--- src/rtl/segint_pkg.sv ---
package segint_pkg;

    localparam int COORD_BITS = 16;
    localparam int DIFF_W     = COORD_BITS + 1;
    localparam int PROD_W     = 2 * DIFF_W;
    localparam int SUM_W      = PROD_W + 1;
    localparam int TOL_W      = 16;
    localparam int LANES      = 4;
    localparam int LATENCY    = 5;

    typedef logic signed [COORD_BITS-1:0] t_coord;
    typedef logic signed [DIFF_W-1:0]     t_diff;
    typedef logic signed [PROD_W-1:0]     t_prod;
    typedef logic signed [SUM_W-1:0]      t_sum;
    typedef logic        [TOL_W-1:0]      t_tol;

    typedef struct packed {
        t_coord x;
        t_coord y;
    } t_point;

    typedef struct packed {
        t_diff x;
        t_diff y;
    } t_vec;

    // seg: far end of the other segment minus its near end
    // to0, to1: this endpoint minus each end of the other segment
    typedef struct packed {
        t_vec seg;
        t_vec to0;
        t_vec to1;
    } t_lane;

    typedef struct packed {
        t_prod cxy;
        t_prod cyx;
        t_prod dxx;
        t_prod dyy;
    } t_prods;

    function automatic t_diff f_sub(input t_coord a, input t_coord b);
        t_diff ea;
        t_diff eb;
        ea = t_diff'(a);
        eb = t_diff'(b);
        return ea - eb;
    endfunction

    function automatic t_vec f_sub_pt(input t_point a, input t_point b);
        t_vec r;
        r.x = f_sub(a.x, b.x);
        r.y = f_sub(a.y, b.y);
        return r;
    endfunction

endpackage

--- src/rtl/segint_decide.sv ---
module segint_decide import segint_pkg::*; (
    input  logic i_clk,
    input  logic i_rst_n,
    input  logic i_valid,
    input  t_sum i_cross [LANES],
    input  t_sum i_dot [LANES],
    input  t_tol i_tol,
    output logic o_valid,
    output logic o_meet
);

    t_sum             w_tol_pos;
    t_sum             w_tol_neg;
    logic [LANES-1:0] n_pos;
    logic [LANES-1:0] n_neg;
    logic [LANES-1:0] n_dot_le;
    logic [LANES-1:0] r_pos;
    logic [LANES-1:0] r_neg;
    logic [LANES-1:0] r_dot_le;
    logic [LANES-1:0] w_on_seg;
    logic             w_cross_a;
    logic             w_cross_b;
    logic             n_meet;
    logic             r_class_valid;
    logic             r_valid;
    logic             r_meet;

    assign w_tol_pos = t_sum'(i_tol);
    assign w_tol_neg = -w_tol_pos;

    always_comb begin
        for (int k = 0; k < LANES; k++) begin
            n_pos[k]    = i_cross[k] > w_tol_pos;
            n_neg[k]    = i_cross[k] < w_tol_neg;
            n_dot_le[k] = i_dot[k] <= w_tol_pos;
        end
    end

    // lanes 0/1 are a0/a1 against b, lanes 2/3 are b0/b1 against a
    assign w_on_seg  = ~r_pos & ~r_neg & r_dot_le;
    assign w_cross_a = (r_pos[0] & r_neg[1]) | (r_neg[0] & r_pos[1]);
    assign w_cross_b = (r_pos[2] & r_neg[3]) | (r_neg[2] & r_pos[3]);
    assign n_meet    = (w_cross_a & w_cross_b) | (|w_on_seg);

    always_ff @(posedge i_clk) begin
        if (!i_rst_n) begin
            r_class_valid <= 1'b0;
            r_valid       <= 1'b0;
        end else begin
            r_class_valid <= i_valid;
            r_valid       <= r_class_valid;
        end
    end

    always_ff @(posedge i_clk) begin
        r_pos    <= n_pos;
        r_neg    <= n_neg;
        r_dot_le <= n_dot_le;
        r_meet   <= n_meet;
    end

    assign o_valid = r_valid;
    assign o_meet  = r_meet;

endmodule

--- config.mk ---
export PLATFORM = sky130hd
export DESIGN_NAME = segint_decide
export DESIGN_NICKNAME = d
export VERILOG_FILES = /design/src/rtl/segint_pkg.sv /design/src/rtl/segint_decide.sv
export SDC_FILE = /design/constraint.sdc
export NUM_CORES = 1
export LEC_CHECK = 0
export BUFFER_PORTS_ARGS = -buffer_cell sky130_fd_sc_hd__buf_4
export CAP_MARGIN = 30
export CORE_MARGIN = 10
export CORE_UTILIZATION = 54
export CTS_CLUSTER_SIZE = 14
export DETAILED_ROUTE_END_ITERATION = 7
export PLACE_DENSITY = 0.86
export SYNTH_ARGS = -nofsm -noshare
export SYNTH_HDL_FRONTEND = slang
export SYNTH_SLANG_ARGS = --single-unit
--- constraint.sdc ---
create_clock -name i_clk -period 10.4 [get_ports i_clk]
set_input_delay 2.08 -clock i_clk [delete_from_list [all_inputs] [get_ports i_clk]]
set_output_delay 2.08 -clock i_clk [all_outputs]
set_load 0.02 [all_outputs]
-- Word-level counts from Yosys, hierarchy flattened
Cells that the tools add are included.
- bits of input ports: 299
- bits in registers: 15
- reduce and logical (&&, ||, !) cells: 1
- order comparisons: 12
- bitwise gates (word level): 12
- $add $sub $neg: 1
- operators by type and width (kind ; number):
    35-bit by 17-bit greater-than comparator with 1-bit output ; 4
    35-bit by 17-bit less-or-equal comparator with 1-bit output ; 4
    35-bit less-than comparator ; 4
    16-bit negation with 35-bit output ; 1
    4-bit AND ; 2
    4-bit NOT ; 2
    1-bit AND ; 5
    4-bit OR reduction ; 1
    1-bit OR ; 3

-- Depth between registers and ports, before layout
Gate-level depths: netlist of run 1.
- word-level depth: 5
- gate-level depth with buffers: 15
- mapped depth without buffers: 14

-- Worst setup path after synthesis of run 1
No wires, ideal clock.
- kind: input to register
- from: input i_tol[9]
- to: register r_neg[3]
- setup time: 72 ps
- path slack: 4885 ps
- required time: 10328 ps
- stages: 13
- arrival: 5443 ps
- cells stage by stage: or4_1 or4_1 clkbuf_1 clkbuf_1 nor2_1 ha_1 and4_2 and2_1 a32o_1 a21oi_1 o311ai_1 a41oi_1 mux2i_1
- cells in the longest elaborated chain, start to end: 2
- RTL lines (what ; line ; text):
    start, declared ; segint_decide.sv:7 ; input t_tol i_tol,
    16-bit negation with 35-bit output ; segint_decide.sv:29 ; assign w_tol_neg = -w_tol_pos;
    35-bit less-than comparator ; segint_decide.sv:34 ; n_neg[k] = i_cross[k] < w_tol_neg;
    via n_neg[3] ; segint_decide.sv:15 ; logic [LANES-1:0] n_neg;
    end signal, assigned ; segint_decide.sv:57 ; r_neg <= n_neg;
    end, declared ; segint_decide.sv:18 ; logic [LANES-1:0] r_neg;
The timed path passes the listed nets, and every way through them passes these cells.
A chain may end at the register's enable or synchronous reset.

-- Worst setup path after layout of run 1
- from: input i_tol[1]
- to: register r_neg[0]
The elaborated chain is that of the path after synthesis.

==> results of run 1 <==
-- power breakdown --
part | internal [W] | leakage (nW) | switching [W]
combinational | 0.000163 | 4.92 | 0.000153
clock | 0.0000516 | 0.0409 | 0.0000299
sequential | 0.0000611 | 0.126 | 0.00000225
total | 0.000276 | 5.08 | 0.000185
-- cells in the final DEF (no fill, tap or decap), types with 3 or more instances in the layout --
cell type / instances
a221o_1: 3
a21o_1: 59
buf_4: 302
clkbuf_16: 3
ha_1: 250
a221oi_1: 4
a31oi_1: 6
xnor2_1: 18
mux2i_1: 3
o211ai_1: 7
o21bai_1: 3
a21oi_1: 69
nor4_1: 47
nor3_1: 10
nor2b_1: 16
maj3_1: 7
or2_2: 3
nand4_1: 41
inv_1: 37
nand2b_1: 7
xor2_1: 5
dfxtp_1: 15
a211oi_1: 10
o21a_1: 10
or4_1: 9
nand3b_1: 3
a22oi_1: 4
nor2_1: 39
and4_1: 4
nand2_1: 30
o31ai_1: 3
and2_1: 3
nand3_1: 22
o21ai_0: 40
-- logic make-up (layout without fill, tap and decap cells) --
kind of cell / Yosys count / in the layout
xor+xnor: 23 / 23
buf+inv: 45 / 343
compound gates: 242 / 242
mux: 3 / 3
flops: 15 / 15
fa+ha+maj: 257 / 257
simple gates: 247 / 247
-- flip-flops by register name, summed over array words and instances (netlist names) --
signal	flops
o_valid	1
r_class_valid	1
o_meet	1
r_neg	4
r_pos	4
r_dot_le	4
-- final timing paths --
check | depth (start not counted) | endpoint | start
worst min-delay path | 1 | o_valid$_SDFF_PN0_ | r_class_valid$_SDFF_PN0_
worst max-delay path | 14 | r_neg[0]$_DFF_P_ | i_tol[1]
worst max register to register | 3 | o_meet$_DFF_P_ | r_neg[1]$_DFF_P_
worst min register to register | 1 | o_valid$_SDFF_PN0_ | r_class_valid$_SDFF_PN0_
-- through the flow --
stage          power [W]  instance area [µm²]
2_1_floorplan   0.000215                 6920
3_3_place_gp    0.000364                 9350
3_5_place_dp    0.000372                 9350
4_1_cts         0.000455                 9430
5_1_grt         0.000498                 9430
6_report        0.000461                 9430
-- per-layer routing --
metal / track usage / vias up
met3: 0.0669 / 53
met1: 0.376 / 3729
met2: 0.507 / 435
li1: - / 3929
met5: 0 / -
met4: 0.0901 / 0
-- worst reg2reg max path: stages, from the launching register on --
cell and delay, ns:
dfxtp_1 0.47, nor2_1 0.09, a22oi_1 0.15, o211ai_1 0.11
-- cell type report --
cell class | instances | area [µm²]
multi-input combinational | 772 | 6430
clock inverter | 1 | 5.00
sequential | 15 | 300
tap | 172 | 215
fill | 985 | 3140
timing repair buffer | 302 | 2270
clock buffer | 3 | 75.1
inverter | 37 | 139
==> qor.csv, run 1 <==
stage,metric,value,unit
floorplan,rows,41,
route,wl_per_cell,21.8,µm
sta,setup_slack,4.39,ns
synth,yosysSeqAreaShare,0.0434,
route,wirelength_met1,11700,µm
critical_path,crit_slowest_cell,nor2_1,
pwr,vdd_drop_max,0.0000434,V
synth,synth.area.mux_share,0.00434,
critical_path,cp_num_buf_inv,2,
finish,antenna_cells,0,
critical_path,critPathMostFrequentCell,ha_1,
synth,synthAdderAreaFrac,0.462,
global_route,grt_pass1_vias,8272,
clock_network,cts_hold_buf,0,
clock_network,ctsResizeCount,0,
route,wirelength,28300,µm
synth,synth_compound_area_frac,0.233,
route,met3_length,2720,µm
floorplan,initial_core_util,0.550,
synth,yosys.area_share.simple,0.201,
pwr,p_leak,5.08,nW
placed_design,place.gp.congestion,1.03,
synth,async_reset_ff_frac,0,
sta,worst_slew_pin_slew,0.926,ns
global_route,grt_max_degree,15,
finish,fin_nets,1680,
critical_path,worstPathMaxFanout,10,
route,drc_errors,0,
synth,synth-seq-cells,15,
synth,synthDistinctLibCells,66,
clock_network,cts.htree.levels,1,
synth,synthFlopType,dfxtp_1,
critical_path,path_cells,"buf_4, inv_1, ha_1, nor4b_1, nand2_1, nor2_1, ha_1, nand4_1, nor4_1, and4_1, a31oi_1, o21ai_0, a211oi_1, mux2i_1",
sta,period_minus_slack,6.01,ns
critical_path,critPathKind,primary input to flop,
finish,final_util,0.750,
critical_path,reg2reg_slack,9.45,ns
run,cap_violations,0,
outcome,status,"finished, final reports clean",
sta,fin_worst_skew,0.0121,ns
sta,tns,0,ns
finish,instances_no_fill,1302,
synth,yosys-top-cells-count,"250 x ha_1, 69 x a21oi_1, 59 x a21o_1",
synth,syn_nets,1381,
route,drtAntennaViolNets,0,
clock_network,root_buffer,clkbuf_16,
finish,areaGrowthSynthToFinish,36.3,%
floorplan,ios,301,
synth,synthTopCellsByArea,"ha_1 45%, a21o_1 6.4%, a21oi_1 5.0%",
sta,setup_violations,0,
route,routed.top_layer,met4,
synth,synth_most_common_cell,ha_1,
floorplan,die_area,17700,µm²
hold_path,hold_path.class,flop to flop,
synth,synth_xor_area_frac,0.0291,
route,drt_iter0_drc,732,
sta,timing.hold.ws,0.438,ns
synth,synth.avg_cell_area,8.31,µm²
global_route,antenna_found_initial,0,
floorplan,die_height,133,µm
synth,synth_top_family_by_area,adder cells,
critical_path,worstPathRequired,10.54,ns
clock_network,clk_pin_slew,0.06,ns
route,post_drt_via_cell_ratio,6.26,
clock_network,cts_tree,yes,
clock_network,clk_latency,0.26,ns
global_route,grt_pass1_wl,43700,µm
synth,synth_edf_count,0,
route,num_vias,8146,
sta,post-route-period-util,0.578,
critical_path,start_kind,primary input,
route,first_pass_iters,5,
synth,synthesis.yosys.warnings,0,
critical_path,arrival,6.16,ns
sta,relSlewSlack,0.378,
synth,yosysTopAreaCell,ha_1,
floorplan,core,12600,µm²
placed_design,dp_cells,1298,
clock_network,cts_buffer_depth,2,
sta,clock.fmax,166,MHz
clock_network,post-cts-setup-buffers,0,
clock_network,cts_sinks,15,
pwr,cellPowerDensity,48.9,nW/µm²
clock_network,numCtsBuffers,3,
sta,rsz0062_at_grt,no,
finish,drive_gt1_frac,0.286,
placed_design,place.detailed.hpwl,24900,µm
synth,synthCells,832,
global_route,grt_overflow,0,
placed_design,dp_worst_setup_slack,4.29,ns
critical_path,crit_family,simple AND/OR/NAND/NOR gates,
global_route,track_usage,0.302,
synth,synth_top_area_frac,0.452,
synth,synth_area,6920,µm²
critical_path,slowest_delay,0.64,ns
placed_design,io_buffer_count,300,
floorplan,die_w,133,µm
route,wl_met2,13200,µm
sta,final_max_slew_viol_count,0,
critical_path,endpoint_kind,flop,
sta,hold_viol_final,0,
No activity file was read; power rests on OpenSTA's default activity.
==> inputs of run 2 (changes only) <==
- CORE_UTILIZATION: 54 -> 45
- PLACE_DENSITY: 0.86 -> 0.76
- clock period: 10.4 -> 5 ns (I/O delays scaled with it)
==> qor.csv, run 2 (same netlist as run 1, synthesis figures left out) <==
stage,metric,value,unit,change
clock_network,root_buffer,clkbuf_16,,
critical_path,reg2reg_slack,4.12,ns,-5.33 ns
clock_network,cts.htree.levels,1,,unchanged
critical_path,slowest_delay,0.65,ns,about the same
finish,n_fill_cell,1376,,+40%
sta,period_minus_slack,4.40,ns,
critical_path,endpoint_kind,flop,,
sta,hold_viol_final,0,,unchanged
route,drc_errors,0,,unchanged
sta,setup_violations,0,,unchanged
critical_path,setup.worst_path.start,i_tol[9],,
critical_path,worstPathMaxFanout,14,,+4
global_route,grt_max_degree,15,,unchanged
floorplan,die_area,20700,µm²,+17%
route,num_vias,8013,,-1.6%
sta,final_max_slew_viol_count,0,,unchanged
floorplan,initial_core_util,0.457,,-0.0937
sta,rsz0062_at_grt,no,,
clock_network,numCtsBuffers,3,,unchanged
pwr,p_total,0.000951,W,+110%
finish,drive_gt1_frac,0.290,,+0.00440
critical_path,path_cells,"buf_4, or4_1, or4_1, nor2_1, ha_1, a21o_1, a211oi_1, nor2_1, nor2_1, o21ai_0, a211o_2, a41oi_1, mux2i_1",,
critical_path,arrival,4.58,ns,-1.58 ns
sta,tns,0,ns,unchanged
sta,relSlewSlack,0.451,,+0.0724
finish,areaGrowthSynthToFinish,37.4,%,
global_route,track_usage,0.261,,-0.0405
global_route,grt_pass1_wl,42700,µm,-2.3%
route,drt_iter0_drc,557,,-24%
route,drtAntennaViolNets,0,,unchanged
outcome,status,"finished, final reports clean",,
floorplan,rows,45,,+9.8%
critical_path,worstPathRequired,5.18,ns,-5.36 ns
sta,timing.hold.ws,0.451,ns,+0.0129 ns
critical_path,critPathKind,primary input to flop,,
hold_path,hold_path.class,flop to flop,,
hold_path,min_path_cells,1,,unchanged
pwr,cellPowerDensity,100,nW/µm²,+100%
critical_path,r2r_cells,3,,unchanged
clock_network,clk_pin_slew,0.05,ns,about the same
clock_network,post-cts-setup-buffers,0,,unchanged
hold_path,min-delay-start,r_class_valid$_SDFF_PN0_,,
pwr,p_leak,5.12,nW,+0.71%
clock_network,ctsResizeCount,0,,unchanged
finish,instances_no_fill,1325,,+1.8%
placed_design,place.detailed.hpwl,25400,µm,+2.1%
critical_path,critPathMostFrequentCell,nor2_1,,
route,post_drt_via_cell_ratio,6.05,,-3.3%
global_route,antenna_found_initial,0,,unchanged
run,cap_violations,0,,unchanged
sta,worst_slew_pin_slew,0.818,ns,-0.108 ns
clock_network,clk_latency,0.25,ns,about the same
hold_path,hold_end,o_valid$_SDFF_PN0_,,
clock_network,cts_sinks,15,,unchanged
placed_design,place.gp.congestion,0.984,,-4.2%
clock_network,cts_buffer_depth,2,,unchanged
global_route,grt_overflow,0,,unchanged
sta,clock.fmax,227,MHz,
finish,final_cell_mix,"309 x buf_4, 250 x ha_1, 69 x a21oi_1",,
sta,post-route-period-util,0.880,,
route,wirelength,28400,µm,+0.44%
critical_path,r2r_end,o_meet$_DFF_P_,,
sta,fin_worst_skew,0.00500,ns,-0.00708 ns
pwr,vdd_drop_max,0.000101,V,+130%
finish,biggestRegsByFlops,"r_dot_le: 4 flops, r_neg: 4 flops, r_pos: 4 flops",,
critical_path,regToRegStartpoint,r_neg[1]$_DFF_P_,,
floorplan,die_w,144,µm,+8.1%
route,wl_per_cell,21.5,µm,-1.3%
critical_path,crit_slowest_cell,or4_1,,
clock_network,cts_hold_buf,0,,unchanged
global_route,grt_pass1_vias,8145,,-1.5%
route,first_pass_iters,7,,+2
finish,fin_nets,1687,,+0.42%
placed_design,io_buffer_count,300,,unchanged
floorplan,die_height,144,µm,+8.1%
finish,final_util,0.627,,-0.123
floorplan,ios,301,,unchanged
finish,antenna_cells,0,,unchanged
clock_network,cts_tree,yes,,
critical_path,start_kind,primary input,,
finish,layout.cells.most_common,buf_4,,
floorplan,core,15100,µm²,+21%
placed_design,dp_cells,1321,,+1.8%
-- run 2: changes by cell type in the layout (fill, tap and decap cells not counted), sizes merged --
cell  delta
buf      +7
-- run 2: worst max-delay path by stage --
stage	end	slack, ns
after global routing	r_neg[2]$_DFF_P_	0.23
after detailed placement	r_neg[3]$_DFF_P_	0.38
after CTS	r_neg[3]$_DFF_P_	0.63
after global placement	r_neg[3]$_DFF_P_	0.46
final	r_neg[3]$_DFF_P_	0.60
after floorplan	r_neg[3]$_DFF_P_	0.57
-- run 2: where the power goes --
group	switching [W]	internal, W	leakage [nW]
combinational	0.000319	0.000340	4.95
clock	0.0000535	0.000107	0.0409
sequential	0.00000435	0.000127	0.126
total	0.000377	0.000574	5.12
-- run 2: through the flow --
stage | setup WS [ns] | area, µm²
detailed placement | 0.378 | 9420
floorplan | 0.565 | 6920
global placement | 0.455 | 9410
finish | 0.602 | 9500
global route | 0.235 | 9500
CTS | 0.632 | 9500
-- run 2: worst max-delay path, delay by kind of cell --
kind / cells / cell delay, ns
AO/OA/AOI/OAI: 5 / 1.02
adder cells (fa/ha/maj): 1 / 0.34
multiplexers: 1 / 0.20
buffers and inverters: 1 / 0.14
AND/OR/NAND/NOR: 5 / 1.87
-- run 2: routing by layer --
metal	up-vias	GRT usage	routed length (µm)	share of wire
met4	0	0.0828	977	0.034
met1	3672	0.327	11800	0.42
met5	-	0	0	0
li1	3938	-	-	-
met2	342	0.449	13400	0.47
met3	61	0.0380	2250	0.079
-- run 2: final cells by class --
cell class	count	area, µm²	area share
well taps	188	235	0.0248
clock buffers	3	75.1	0.00790
clock inverters	1	5.00	0.000527
multi-input cells	772	6430	0.676
repair buffers	309	2320	0.244
inverters	37	139	0.0146
flip-flops and latches	15	300	0.0316
